`src/hdl/kst_pkg.sv`:
```
`timescale 1ns / 1ps
`default_nettype none
// ----------------------------------------------------------------------------
// kst_pkg
// Shared types, codes and helpers of the keyed slot table.
// ----------------------------------------------------------------------------
package kst_pkg;

  localparam int SLOTS = 16;
  localparam int IDX_W = (SLOTS > 1) ? $clog2(SLOTS) : 1;

  localparam int OP_W    = 2;
  localparam int KEY_W   = 31;
  localparam int LABEL_W = 64;
  localparam int QTY_W   = 31;
  localparam int STS_W   = 3;
  localparam int ROW_W   = KEY_W + LABEL_W + QTY_W;
  localparam int DATA_W  = ((ROW_W + 7) / 8) * 8;

  typedef enum logic [OP_W-1:0] {
    OP_ADD    = 2'd0,
    OP_REMOVE = 2'd1,
    OP_SEARCH = 2'd2,
    OP_LIST   = 2'd3
  } op_e;

  typedef enum logic [STS_W-1:0] {
    ST_ADDED    = 3'd0,
    ST_FULL     = 3'd1,
    ST_REMOVED  = 3'd2,
    ST_NOTFOUND = 3'd3,
    ST_ENTRY    = 3'd4,
    ST_EMPTY    = 3'd5
  } status_e;

  // Source of the slot address for a table read.
  typedef enum logic [1:0] {
    RD_HIT   = 2'd0,
    RD_FIRST = 2'd1,
    RD_NEXT  = 2'd2
  } rd_sel_e;

  typedef struct packed {
    logic    cap;
    logic    do_add;
    logic    do_remove;
    logic    rd_en;
    rd_sel_e rd_sel;
    logic    out_load;
    logic    out_entry;
    status_e out_status;
    logic    out_last;
  } kst_cmd_t;

  typedef struct packed {
    op_e  op;
    logic free_found;
    logic hit_found;
    logic any_valid;
    logic more_after;
    logic out_busy;
  } kst_sts_t;

  typedef struct packed {
    logic             found;
    logic [IDX_W-1:0] idx;
  } lowest_t;

  // Lowest set bit of a slot vector.
  function automatic lowest_t lowest_set(input logic [SLOTS-1:0] v);
    lowest_t r;
    r.found = 1'b0;
    r.idx   = '0;
    for (int i = SLOTS - 1; i >= 0; i--) begin
      if (v[i]) begin
        r.found = 1'b1;
        r.idx   = IDX_W'(i);
      end
    end
    return r;
  endfunction

endpackage
`default_nettype wire

```
`src/hdl/keyed_slot_table_top.sv`:
```
`timescale 1ns / 1ps
`default_nettype none
// ----------------------------------------------------------------------------
// keyed_slot_table_top
// Small associative table of keyed slots with add, remove, search and list.
// ----------------------------------------------------------------------------
// Each input word carries one operation in tuser and key, name word and
// quantity in tdata. Add, remove and a failed search pass through the idle
// state, where the word is accepted, and the execute state, and their result
// is loaded into the output register at the end of the execute state. A
// successful search adds a read state, since the slot row comes from a memory
// with a registered read port, and its result is loaded at the end of the
// read state. A listing emits one word per valid slot, each after one read
// and one load, with tlast on the final word, or a single empty status if no
// slot is valid. The execute state and each read of a listing wait while the
// output register holds a word that has not been accepted. The next input
// word is taken as soon as the sequencer is idle, even while the last result
// still waits in the output register.
// Valid marks clear at reset; no clearing pass is needed.
module keyed_slot_table_top (
  input  wire logic                        clk_i,
  input  wire logic                        rst_ni,
  input  wire logic                        s_axis_tvalid_i,
  output logic                             s_axis_tready_o,
  // tdata: item_key[30:0], label_word[94:31], quantity_in[125:95], zero pad
  input  wire logic [kst_pkg::DATA_W-1:0]  s_axis_tdata_i,
  // tuser: operation[1:0]
  input  wire logic [kst_pkg::OP_W-1:0]    s_axis_tuser_i,
  output logic                             m_axis_tvalid_o,
  input  wire logic                        m_axis_tready_i,
  // tdata: key_out[30:0], label_out[94:31], quantity_out[125:95], zero pad
  output logic [kst_pkg::DATA_W-1:0]       m_axis_tdata_o,
  // tuser: status[2:0]
  output logic [kst_pkg::STS_W-1:0]        m_axis_tuser_o,
  output logic                             m_axis_tlast_o
);

  kst_pkg::kst_cmd_t               cmd;
  kst_pkg::kst_sts_t               sts;
  logic [kst_pkg::KEY_W-1:0]       out_key;
  logic [kst_pkg::LABEL_W-1:0]     out_label;
  logic [kst_pkg::QTY_W-1:0]       out_qty;

  kst_ctrl u_ctrl (
    .clk_i      (clk_i),
    .rst_ni     (rst_ni),
    .in_valid_i (s_axis_tvalid_i),
    .in_ready_o (s_axis_tready_o),
    .sts_i      (sts),
    .cmd_o      (cmd)
  );

  kst_dp u_dp (
    .clk_i        (clk_i),
    .rst_ni       (rst_ni),
    .op_i         (s_axis_tuser_i),
    .key_i        (s_axis_tdata_i[kst_pkg::KEY_W-1:0]),
    .label_i      (s_axis_tdata_i[kst_pkg::KEY_W +: kst_pkg::LABEL_W]),
    .qty_i        (s_axis_tdata_i[kst_pkg::KEY_W + kst_pkg::LABEL_W +: kst_pkg::QTY_W]),
    .cmd_i        (cmd),
    .sts_o        (sts),
    .out_valid_o  (m_axis_tvalid_o),
    .out_ready_i  (m_axis_tready_i),
    .out_status_o (m_axis_tuser_o),
    .out_key_o    (out_key),
    .out_label_o  (out_label),
    .out_qty_o    (out_qty),
    .out_last_o   (m_axis_tlast_o)
  );

  assign m_axis_tdata_o = kst_pkg::DATA_W'({out_qty, out_label, out_key});

endmodule
`default_nettype wire

```
`src/hdl/kst_ctrl.sv`:
```
`timescale 1ns / 1ps
`default_nettype none
// ----------------------------------------------------------------------------
// kst_ctrl
// Sequencer of the keyed slot table: takes a word, runs the operation and
// steps through the valid slots for a listing.
// ----------------------------------------------------------------------------
module kst_ctrl (
  input  wire logic              clk_i,
  input  wire logic              rst_ni,
  input  wire logic              in_valid_i,
  output logic                   in_ready_o,
  input  wire kst_pkg::kst_sts_t sts_i,
  output kst_pkg::kst_cmd_t      cmd_o
);

  typedef enum logic [3:0] {
    S_IDLE = 4'b0001,
    S_EXEC = 4'b0010,
    S_READ = 4'b0100,
    S_NEXT = 4'b1000
  } state_e;

  state_e state_q, state_d;

  always_ff @(posedge clk_i or negedge rst_ni) begin
    if (!rst_ni) begin
      state_q <= S_IDLE;
    end else begin
      state_q <= state_d;
    end
  end

  always_comb begin
    state_d        = state_q;
    in_ready_o     = 1'b0;
    cmd_o          = '0;
    cmd_o.rd_sel   = kst_pkg::RD_HIT;
    cmd_o.out_status = kst_pkg::ST_ADDED;
    unique case (state_q)
      S_IDLE: begin
        in_ready_o = 1'b1;
        if (in_valid_i) begin
          cmd_o.cap = 1'b1;
          state_d   = S_EXEC;
        end
      end
      S_EXEC: begin
        if (!sts_i.out_busy) begin
          state_d = S_IDLE;
          unique case (sts_i.op)
            kst_pkg::OP_ADD: begin
              cmd_o.out_load   = 1'b1;
              cmd_o.out_last   = 1'b1;
              cmd_o.do_add     = sts_i.free_found;
              cmd_o.out_status = sts_i.free_found ? kst_pkg::ST_ADDED : kst_pkg::ST_FULL;
            end
            kst_pkg::OP_REMOVE: begin
              cmd_o.out_load   = 1'b1;
              cmd_o.out_last   = 1'b1;
              cmd_o.do_remove  = sts_i.hit_found;
              cmd_o.out_status = sts_i.hit_found ? kst_pkg::ST_REMOVED
                                                 : kst_pkg::ST_NOTFOUND;
            end
            kst_pkg::OP_SEARCH: begin
              if (sts_i.hit_found) begin
                cmd_o.rd_en  = 1'b1;
                cmd_o.rd_sel = kst_pkg::RD_HIT;
                state_d      = S_READ;
              end else begin
                cmd_o.out_load   = 1'b1;
                cmd_o.out_last   = 1'b1;
                cmd_o.out_status = kst_pkg::ST_NOTFOUND;
              end
            end
            kst_pkg::OP_LIST: begin
              if (sts_i.any_valid) begin
                cmd_o.rd_en  = 1'b1;
                cmd_o.rd_sel = kst_pkg::RD_FIRST;
                state_d      = S_READ;
              end else begin
                cmd_o.out_load   = 1'b1;
                cmd_o.out_last   = 1'b1;
                cmd_o.out_status = kst_pkg::ST_EMPTY;
              end
            end
            default: ;
          endcase
        end
      end
      S_READ: begin
        // The output word was free when the read was issued and nothing
        // has been loaded since, so the entry goes out right away.
        cmd_o.out_load   = 1'b1;
        cmd_o.out_entry  = 1'b1;
        cmd_o.out_status = kst_pkg::ST_ENTRY;
        cmd_o.out_last   = (sts_i.op == kst_pkg::OP_SEARCH) || !sts_i.more_after;
        state_d          = cmd_o.out_last ? S_IDLE : S_NEXT;
      end
      S_NEXT: begin
        if (!sts_i.out_busy) begin
          cmd_o.rd_en  = 1'b1;
          cmd_o.rd_sel = kst_pkg::RD_NEXT;
          state_d      = S_READ;
        end
      end
      default: state_d = S_IDLE;
    endcase
  end

endmodule
`default_nettype wire

```
`src/hdl/kst_dp.sv`:
```
`timescale 1ns / 1ps
`default_nettype none
// ----------------------------------------------------------------------------
// kst_dp
// Datapath of the keyed slot table: slot storage, parallel key compare,
// priority encoders and the output word register.
// ----------------------------------------------------------------------------
module kst_dp (
  input  wire logic                           clk_i,
  input  wire logic                           rst_ni,
  input  wire logic [kst_pkg::OP_W-1:0]       op_i,
  input  wire logic [kst_pkg::KEY_W-1:0]      key_i,
  input  wire logic [kst_pkg::LABEL_W-1:0]    label_i,
  input  wire logic [kst_pkg::QTY_W-1:0]      qty_i,
  input  wire kst_pkg::kst_cmd_t              cmd_i,
  output kst_pkg::kst_sts_t                   sts_o,
  output logic                                out_valid_o,
  input  wire logic                           out_ready_i,
  output logic [kst_pkg::STS_W-1:0]           out_status_o,
  output logic [kst_pkg::KEY_W-1:0]           out_key_o,
  output logic [kst_pkg::LABEL_W-1:0]         out_label_o,
  output logic [kst_pkg::QTY_W-1:0]           out_qty_o,
  output logic                                out_last_o
);

  // Captured input word.
  kst_pkg::op_e                  op_q;
  logic [kst_pkg::KEY_W-1:0]     key_q;
  logic [kst_pkg::LABEL_W-1:0]   label_q;
  logic [kst_pkg::QTY_W-1:0]     qty_q;

  // Slot state: valid bits and key cells beside each comparator, the
  // full rows in a memory with one registered read port.
  logic [kst_pkg::SLOTS-1:0]     valid_q;
  logic [kst_pkg::KEY_W-1:0]     key_cell_q [kst_pkg::SLOTS];
  logic [kst_pkg::ROW_W-1:0]     mem_q [kst_pkg::SLOTS];
  logic [kst_pkg::ROW_W-1:0]     rd_q;
  logic [kst_pkg::IDX_W-1:0]     ptr_q;
  logic [kst_pkg::IDX_W-1:0]     rd_addr;

  logic [kst_pkg::SLOTS-1:0]     match_v;
  logic [kst_pkg::SLOTS-1:0]     above_v;
  kst_pkg::lowest_t              hit;
  kst_pkg::lowest_t              free_slot;
  kst_pkg::lowest_t              first;
  kst_pkg::lowest_t              nxt;

  // Output word register.
  logic                          ovalid_q;
  logic [kst_pkg::STS_W-1:0]     ostatus_q;
  logic [kst_pkg::KEY_W-1:0]     okey_q;
  logic [kst_pkg::LABEL_W-1:0]   olabel_q;
  logic [kst_pkg::QTY_W-1:0]     oqty_q;
  logic                          olast_q;

  always_comb begin
    for (int i = 0; i < kst_pkg::SLOTS; i++) begin
      match_v[i] = valid_q[i] && (key_cell_q[i] == key_q);
      above_v[i] = valid_q[i] && (kst_pkg::IDX_W'(i) > ptr_q);
    end
  end

  assign hit       = kst_pkg::lowest_set(match_v);
  assign free_slot = kst_pkg::lowest_set(~valid_q);
  assign first     = kst_pkg::lowest_set(valid_q);
  assign nxt       = kst_pkg::lowest_set(above_v);

  always_comb begin
    unique case (cmd_i.rd_sel)
      kst_pkg::RD_HIT:   rd_addr = hit.idx;
      kst_pkg::RD_FIRST: rd_addr = first.idx;
      kst_pkg::RD_NEXT:  rd_addr = nxt.idx;
      default:           rd_addr = hit.idx;
    endcase
  end

  always_ff @(posedge clk_i) begin
    if (cmd_i.cap) begin
      op_q    <= kst_pkg::op_e'(op_i);
      key_q   <= key_i;
      label_q <= label_i;
      qty_q   <= qty_i;
    end
  end

  always_ff @(posedge clk_i or negedge rst_ni) begin
    if (!rst_ni) begin
      valid_q <= '0;
    end else begin
      if (cmd_i.do_add) begin
        valid_q[free_slot.idx] <= 1'b1;
      end
      if (cmd_i.do_remove) begin
        valid_q[hit.idx] <= 1'b0;
      end
    end
  end

  always_ff @(posedge clk_i) begin
    if (cmd_i.do_add) begin
      key_cell_q[free_slot.idx] <= key_q;
      mem_q[free_slot.idx]      <= {qty_q, label_q, key_q};
    end
  end

  always_ff @(posedge clk_i) begin
    if (cmd_i.rd_en) begin
      rd_q  <= mem_q[rd_addr];
      ptr_q <= rd_addr;
    end
  end

  always_ff @(posedge clk_i or negedge rst_ni) begin
    if (!rst_ni) begin
      ovalid_q <= 1'b0;
    end else if (cmd_i.out_load) begin
      ovalid_q <= 1'b1;
    end else if (out_ready_i) begin
      ovalid_q <= 1'b0;
    end
  end

  always_ff @(posedge clk_i) begin
    if (cmd_i.out_load) begin
      ostatus_q <= cmd_i.out_status;
      olast_q   <= cmd_i.out_last;
      if (cmd_i.out_entry) begin
        okey_q   <= rd_q[kst_pkg::KEY_W-1:0];
        olabel_q <= rd_q[kst_pkg::KEY_W +: kst_pkg::LABEL_W];
        oqty_q   <= rd_q[kst_pkg::KEY_W + kst_pkg::LABEL_W +: kst_pkg::QTY_W];
      end else begin
        okey_q   <= '0;
        olabel_q <= '0;
        oqty_q   <= '0;
      end
    end
  end

  assign sts_o.op         = op_q;
  assign sts_o.free_found = free_slot.found;
  assign sts_o.hit_found  = hit.found;
  assign sts_o.any_valid  = first.found;
  assign sts_o.more_after = |above_v;
  assign sts_o.out_busy   = ovalid_q && !out_ready_i;

  assign out_valid_o  = ovalid_q;
  assign out_status_o = ostatus_q;
  assign out_key_o    = okey_q;
  assign out_label_o  = olabel_q;
  assign out_qty_o    = oqty_q;
  assign out_last_o   = olast_q;

endmodule
`default_nettype wire
```
`config.mk`:
```
export PLATFORM = sky130hd
export DESIGN_NAME = keyed_slot_table_top
export DESIGN_NICKNAME = d
export VERILOG_FILES = /design/src/hdl/kst_pkg.sv /design/src/hdl/keyed_slot_table_top.sv /design/src/hdl/kst_ctrl.sv /design/src/hdl/kst_dp.sv
export SDC_FILE = /design/constraint.sdc
export NUM_CORES = 2
export LEC_CHECK = 0
export BUFFER_PORTS_ARGS = -buffer_cell sky130_fd_sc_hd__buf_2
export CAP_MARGIN = 30
export CELL_PAD_IN_SITES_DETAIL_PLACEMENT = 1
export CELL_PAD_IN_SITES_GLOBAL_PLACEMENT = 2
export CORE_UTILIZATION = 51
export CTS_BUF_LIST = sky130_fd_sc_hd__clkbuf_4 sky130_fd_sc_hd__clkbuf_8
export CTS_CLUSTER_SIZE = 40
export DETAILED_ROUTE_END_ITERATION = 12
export GPL_TIMING_DRIVEN = 0
export PLACE_DENSITY = 0.84
export SLEW_MARGIN = 10
export SYNTH_ARGS = -nofsm -noshare
export SYNTH_HDL_FRONTEND = slang
export SYNTH_SLANG_ARGS = --single-unit
```
`constraint.sdc`:
```
create_clock -name clk_i -period 17.98 [get_ports clk_i]
set_input_delay 1.798 -clock clk_i [delete_from_list [all_inputs] [get_ports clk_i]]
set_output_delay 1.798 -clock clk_i [all_outputs]
set_load 0.01 [all_outputs]
```
==> impl_results.md <==
* Fmax at 116.1 MHz
* Buffers added on ports at 263
* Cells after synthesis at 7285
* CTS tree: done
* Seq cells post-synth at 2425
* H-tree Lvls at 5
* Most used DFF post-synth: edfxtp_1
* Core Rows at 166
* Startpoint types: register
* Crit-path max FO at 10
* Total Routing Usage GR at 0.3855
* Core box area at 204600 sq um
* Routed wire length at 408.3 mm
* Crit path max-delay cell type: edfxtp_1
* Sequential fraction of the synthesis area at 0.6931
* Ratio of cells with drive above 1 in the final layout at 0.2095
* Drt wl/cell at 36.72 um
* Crit path time final at 8.612 ns
* Synth top area cells: edfxtp_1 (69%), nand3_1 (3.6%), xnor2_1 (3.6%)
* Hold Vio Cnt, Final at 0
* Critical path class: register to register
* Die W at 455.6 um
* Setup bufs post-CTS at 0
* Final setup vio count at 0
* Final setup TNS at 0 ns
* Layout fillers at 19521
* Area leader, netlist: edfxtp_1
* Pleak at 0.03776 uW
* End-of-flow core utilization at 0.5880
* Critical Path AT at 9.37 ns
* Drt first-iter violations at 10063
* Post_cts resized at 0
* CTS clk-pin slew, worst paths at 0.06 ns
* Grt total ovfl at 0
* Routed Antenna Nets at 0
* First-pass GRT wire length at 566.6 mm
* EDFF count, synth at 2404
* Average size of a mapped cell at 14.40 sq um
* Ys async rst share at 0.008660
* VDD IR-drop max at 0.1109 mV
* DRC at 0
* WP data required at 18.73 ns
* Mapped cell area at 104900 sq um
* Dpl ws at 9.208 ns
* Slew Viols, Final at 0
* Via/cell ratio at 6.672
* Top-area cell type share of the netlist area at 0.6881
* Hold Path Class: register to register
* Max Clock Skew at 0.1008 ns
* Synthesis-to-layout area growth at 14.65%
* Outcome: completed
* Final Hold Slack at 0.4740 ns
* Crit. End Element: register
* Boundary Pins at 268
* Slew headroom at 0.2529
* Pin count of the biggest net entering global routing at 80
* Max_cap viols at 0
* Final Worst Setup Slack at 9.368 ns
* DP Wirelength at 296.5 mm
* Max Buffers Root-to-Sink at 4
* CTS Root Cell: clkbuf_8
* Sink Count at 2425
* RSZ-0062 raised after global routing: false
* DRT Pass-1 Iters at 6
* Worst-Skew Late Latency at 1.14 ns
* Worst slew pin tran at 1.121 ns
* Crit path cell chain: buf_8 > buf_2 > buf_6 > o2111ai_1 > nor4_1 > nand4_1 > o211ai_1 > nand3_1 > a21oi_1 > o211ai_2 > buf_8 > inv_2 > buf_2 > clkbuf_1 > mux2i_1 > mux2i_1 > o21ai_1
* Vias in the first global route at 75159
* Die height at 455.6 um
* Hold Buf Count CTS at 0
* PwrDens at 111.2 nW/um^2
* Post-synth cell types at 75
* CP peak stage delay at 0.85 ns
* Design Power at 13370 uW
* Synth warn at 0
* Final worst path period share at 0.4790
* CTS Buf Count at 415
* Die footprint at 207500 sq um
* Placer Congestion at 0.9721
* Starting Density at 0.5128
* Multi-input logic area at 29020 sq um
* Nets at 8230
* Initial antenna violation count at 27
* Reg area at 72720 sq um
* Vias at 74191
[cells in the mapped netlist (all sizes together), types with 3 or more instances]
master,number
mux4,6
nor4,68
nand2,679
nand3,754
mux2i,150
a221o,123
o21ai,21
a21o,3
a41oi,3
a22oi,494
xor2,56
nor2b,8
nor4b,10
dfrtp,20
a2bb2oi,7
o211ai,6
inv,30
o22ai,8
o311ai,4
nand4b,5
o2111ai,4
a32oi,123
nor3b,3
a31oi,128
nor2,75
or4,7
nor3,7
and3,7
o32ai,3
nand4,220
edfxtp,2404
mux2,244
buf,346
nand2b,27
a21oi,159
xnor2,431
and2,131
clkbuf,231
a31o,246
[state kept, by name, indices dropped and copies added, names as in the netlist]
signal             cells
u_dp.mem_q          1536
u_dp.valid_q          16
u_dp.out_qty_o        31
u_dp.ptr_q             4
u_dp.out_key_o        31
u_dp.out_last_o        1
u_dp.key_cell_q      480
u_dp.label_q          64
u_dp.key_q            31
u_ctrl.state_q         4
u_dp.qty_q            31
u_dp.out_status_o      3
u_dp.rd_q            126
u_dp.op_q              2
u_dp.out_valid_o       1
u_dp.out_label_o      64
[worst max-delay path, delay by kind of cell, from the launching register on]
kind | cells | cell delay [ns]
compound gates | 5 | 2.09
flops | 1 | 0.85
mux | 2 | 0.77
simple gates | 3 | 1.15
buf+inv | 7 | 3.23
[cell usage in the layout, fill, tap and decap left out, drive strengths merged, types with 8 or more instances in the layout]
master,instances
mux2,244
diode,34
nand3,754
nand2b,27
nand4,220
o21ai,21
a21oi,159
nor4,68
o22ai,8
inv,37
mux2i,150
and2,131
a22oi,494
xor2,56
nor2,75
nand2,679
nor2b,8
dfrtp,20
buf,737
a32oi,123
clkinv,149
nor4b,10
edfxtp,2404
a221o,123
a31oi,128
xnor2,431
clkbuf,787
a31o,246
[where the power goes]
group | total, uW | leakage, uW | internal (uW) | switching (uW)
Sequential | 6860 | 0.0221 | 6570 | 298
Clock | 4840 | 0.00414 | 2550 | 2290
Combinational | 1660 | 0.0115 | 486 | 1180
Total | 13400 | 0.0378 | 9600 | 3770
[final timing paths]
kind,start,end,slack [ns],depth (start not counted)
min in group asynchronous,rst_ni,u_ctrl.state_q[3],0.71,1
min,u_dp.rd_q[12],u_dp.out_key_o[12],0.47,1
max reg2reg,u_dp.key_q[16],u_dp.rd_q[28],9.37,17
max in group asynchronous,rst_ni,u_dp.valid_q[14],16.87,1
min reg2reg,u_dp.rd_q[12],u_dp.out_key_o[12],0.47,1
max,u_dp.key_q[16],u_dp.rd_q[28],9.37,17
[per-layer routing]
metal,global-route usage,vias to the layer above,routed length (um)
li1,-,30353,-
met1,0.5131,38513,157700
met2,0.5905,4471,187300
met3,0.07742,844,39190
met4,0.2243,10,24070
met5,0,-,63
[cells by family after synthesis]
family / synth area share
adders and majority gates: 0.0002385
other: 0.00003574
muxes: 0.04179
AOI/OAI and AO/OA: 0.09877
buffers and inverters: 0.03172
DFF: 0.6931
and+or+nand+nor: 0.09349
xor gates and xnor gates: 0.04087
[layout make-up]
cell class                 count  area share
clock buffer                 556     0.05670
buffer                       577     0.02674
tap                         2688     0.02796
timing repair buffer         391     0.03326
antenna                       34   0.0007073
inverter                      31    0.001082
sequential                  2425      0.6045
multi-input combinational   4253      0.2413
clock inverter               164    0.007749
[stage by stage]
stage                     cell area, sq um  std cells
after global placement              109600      10237
after floorplan                     104900       7286
after CTS                           120100      11080
final                               120300      11119
after global routing                120200      11094
after detailed placement            112400      10360
No activity file was read; power rests on OpenSTA's default activity.
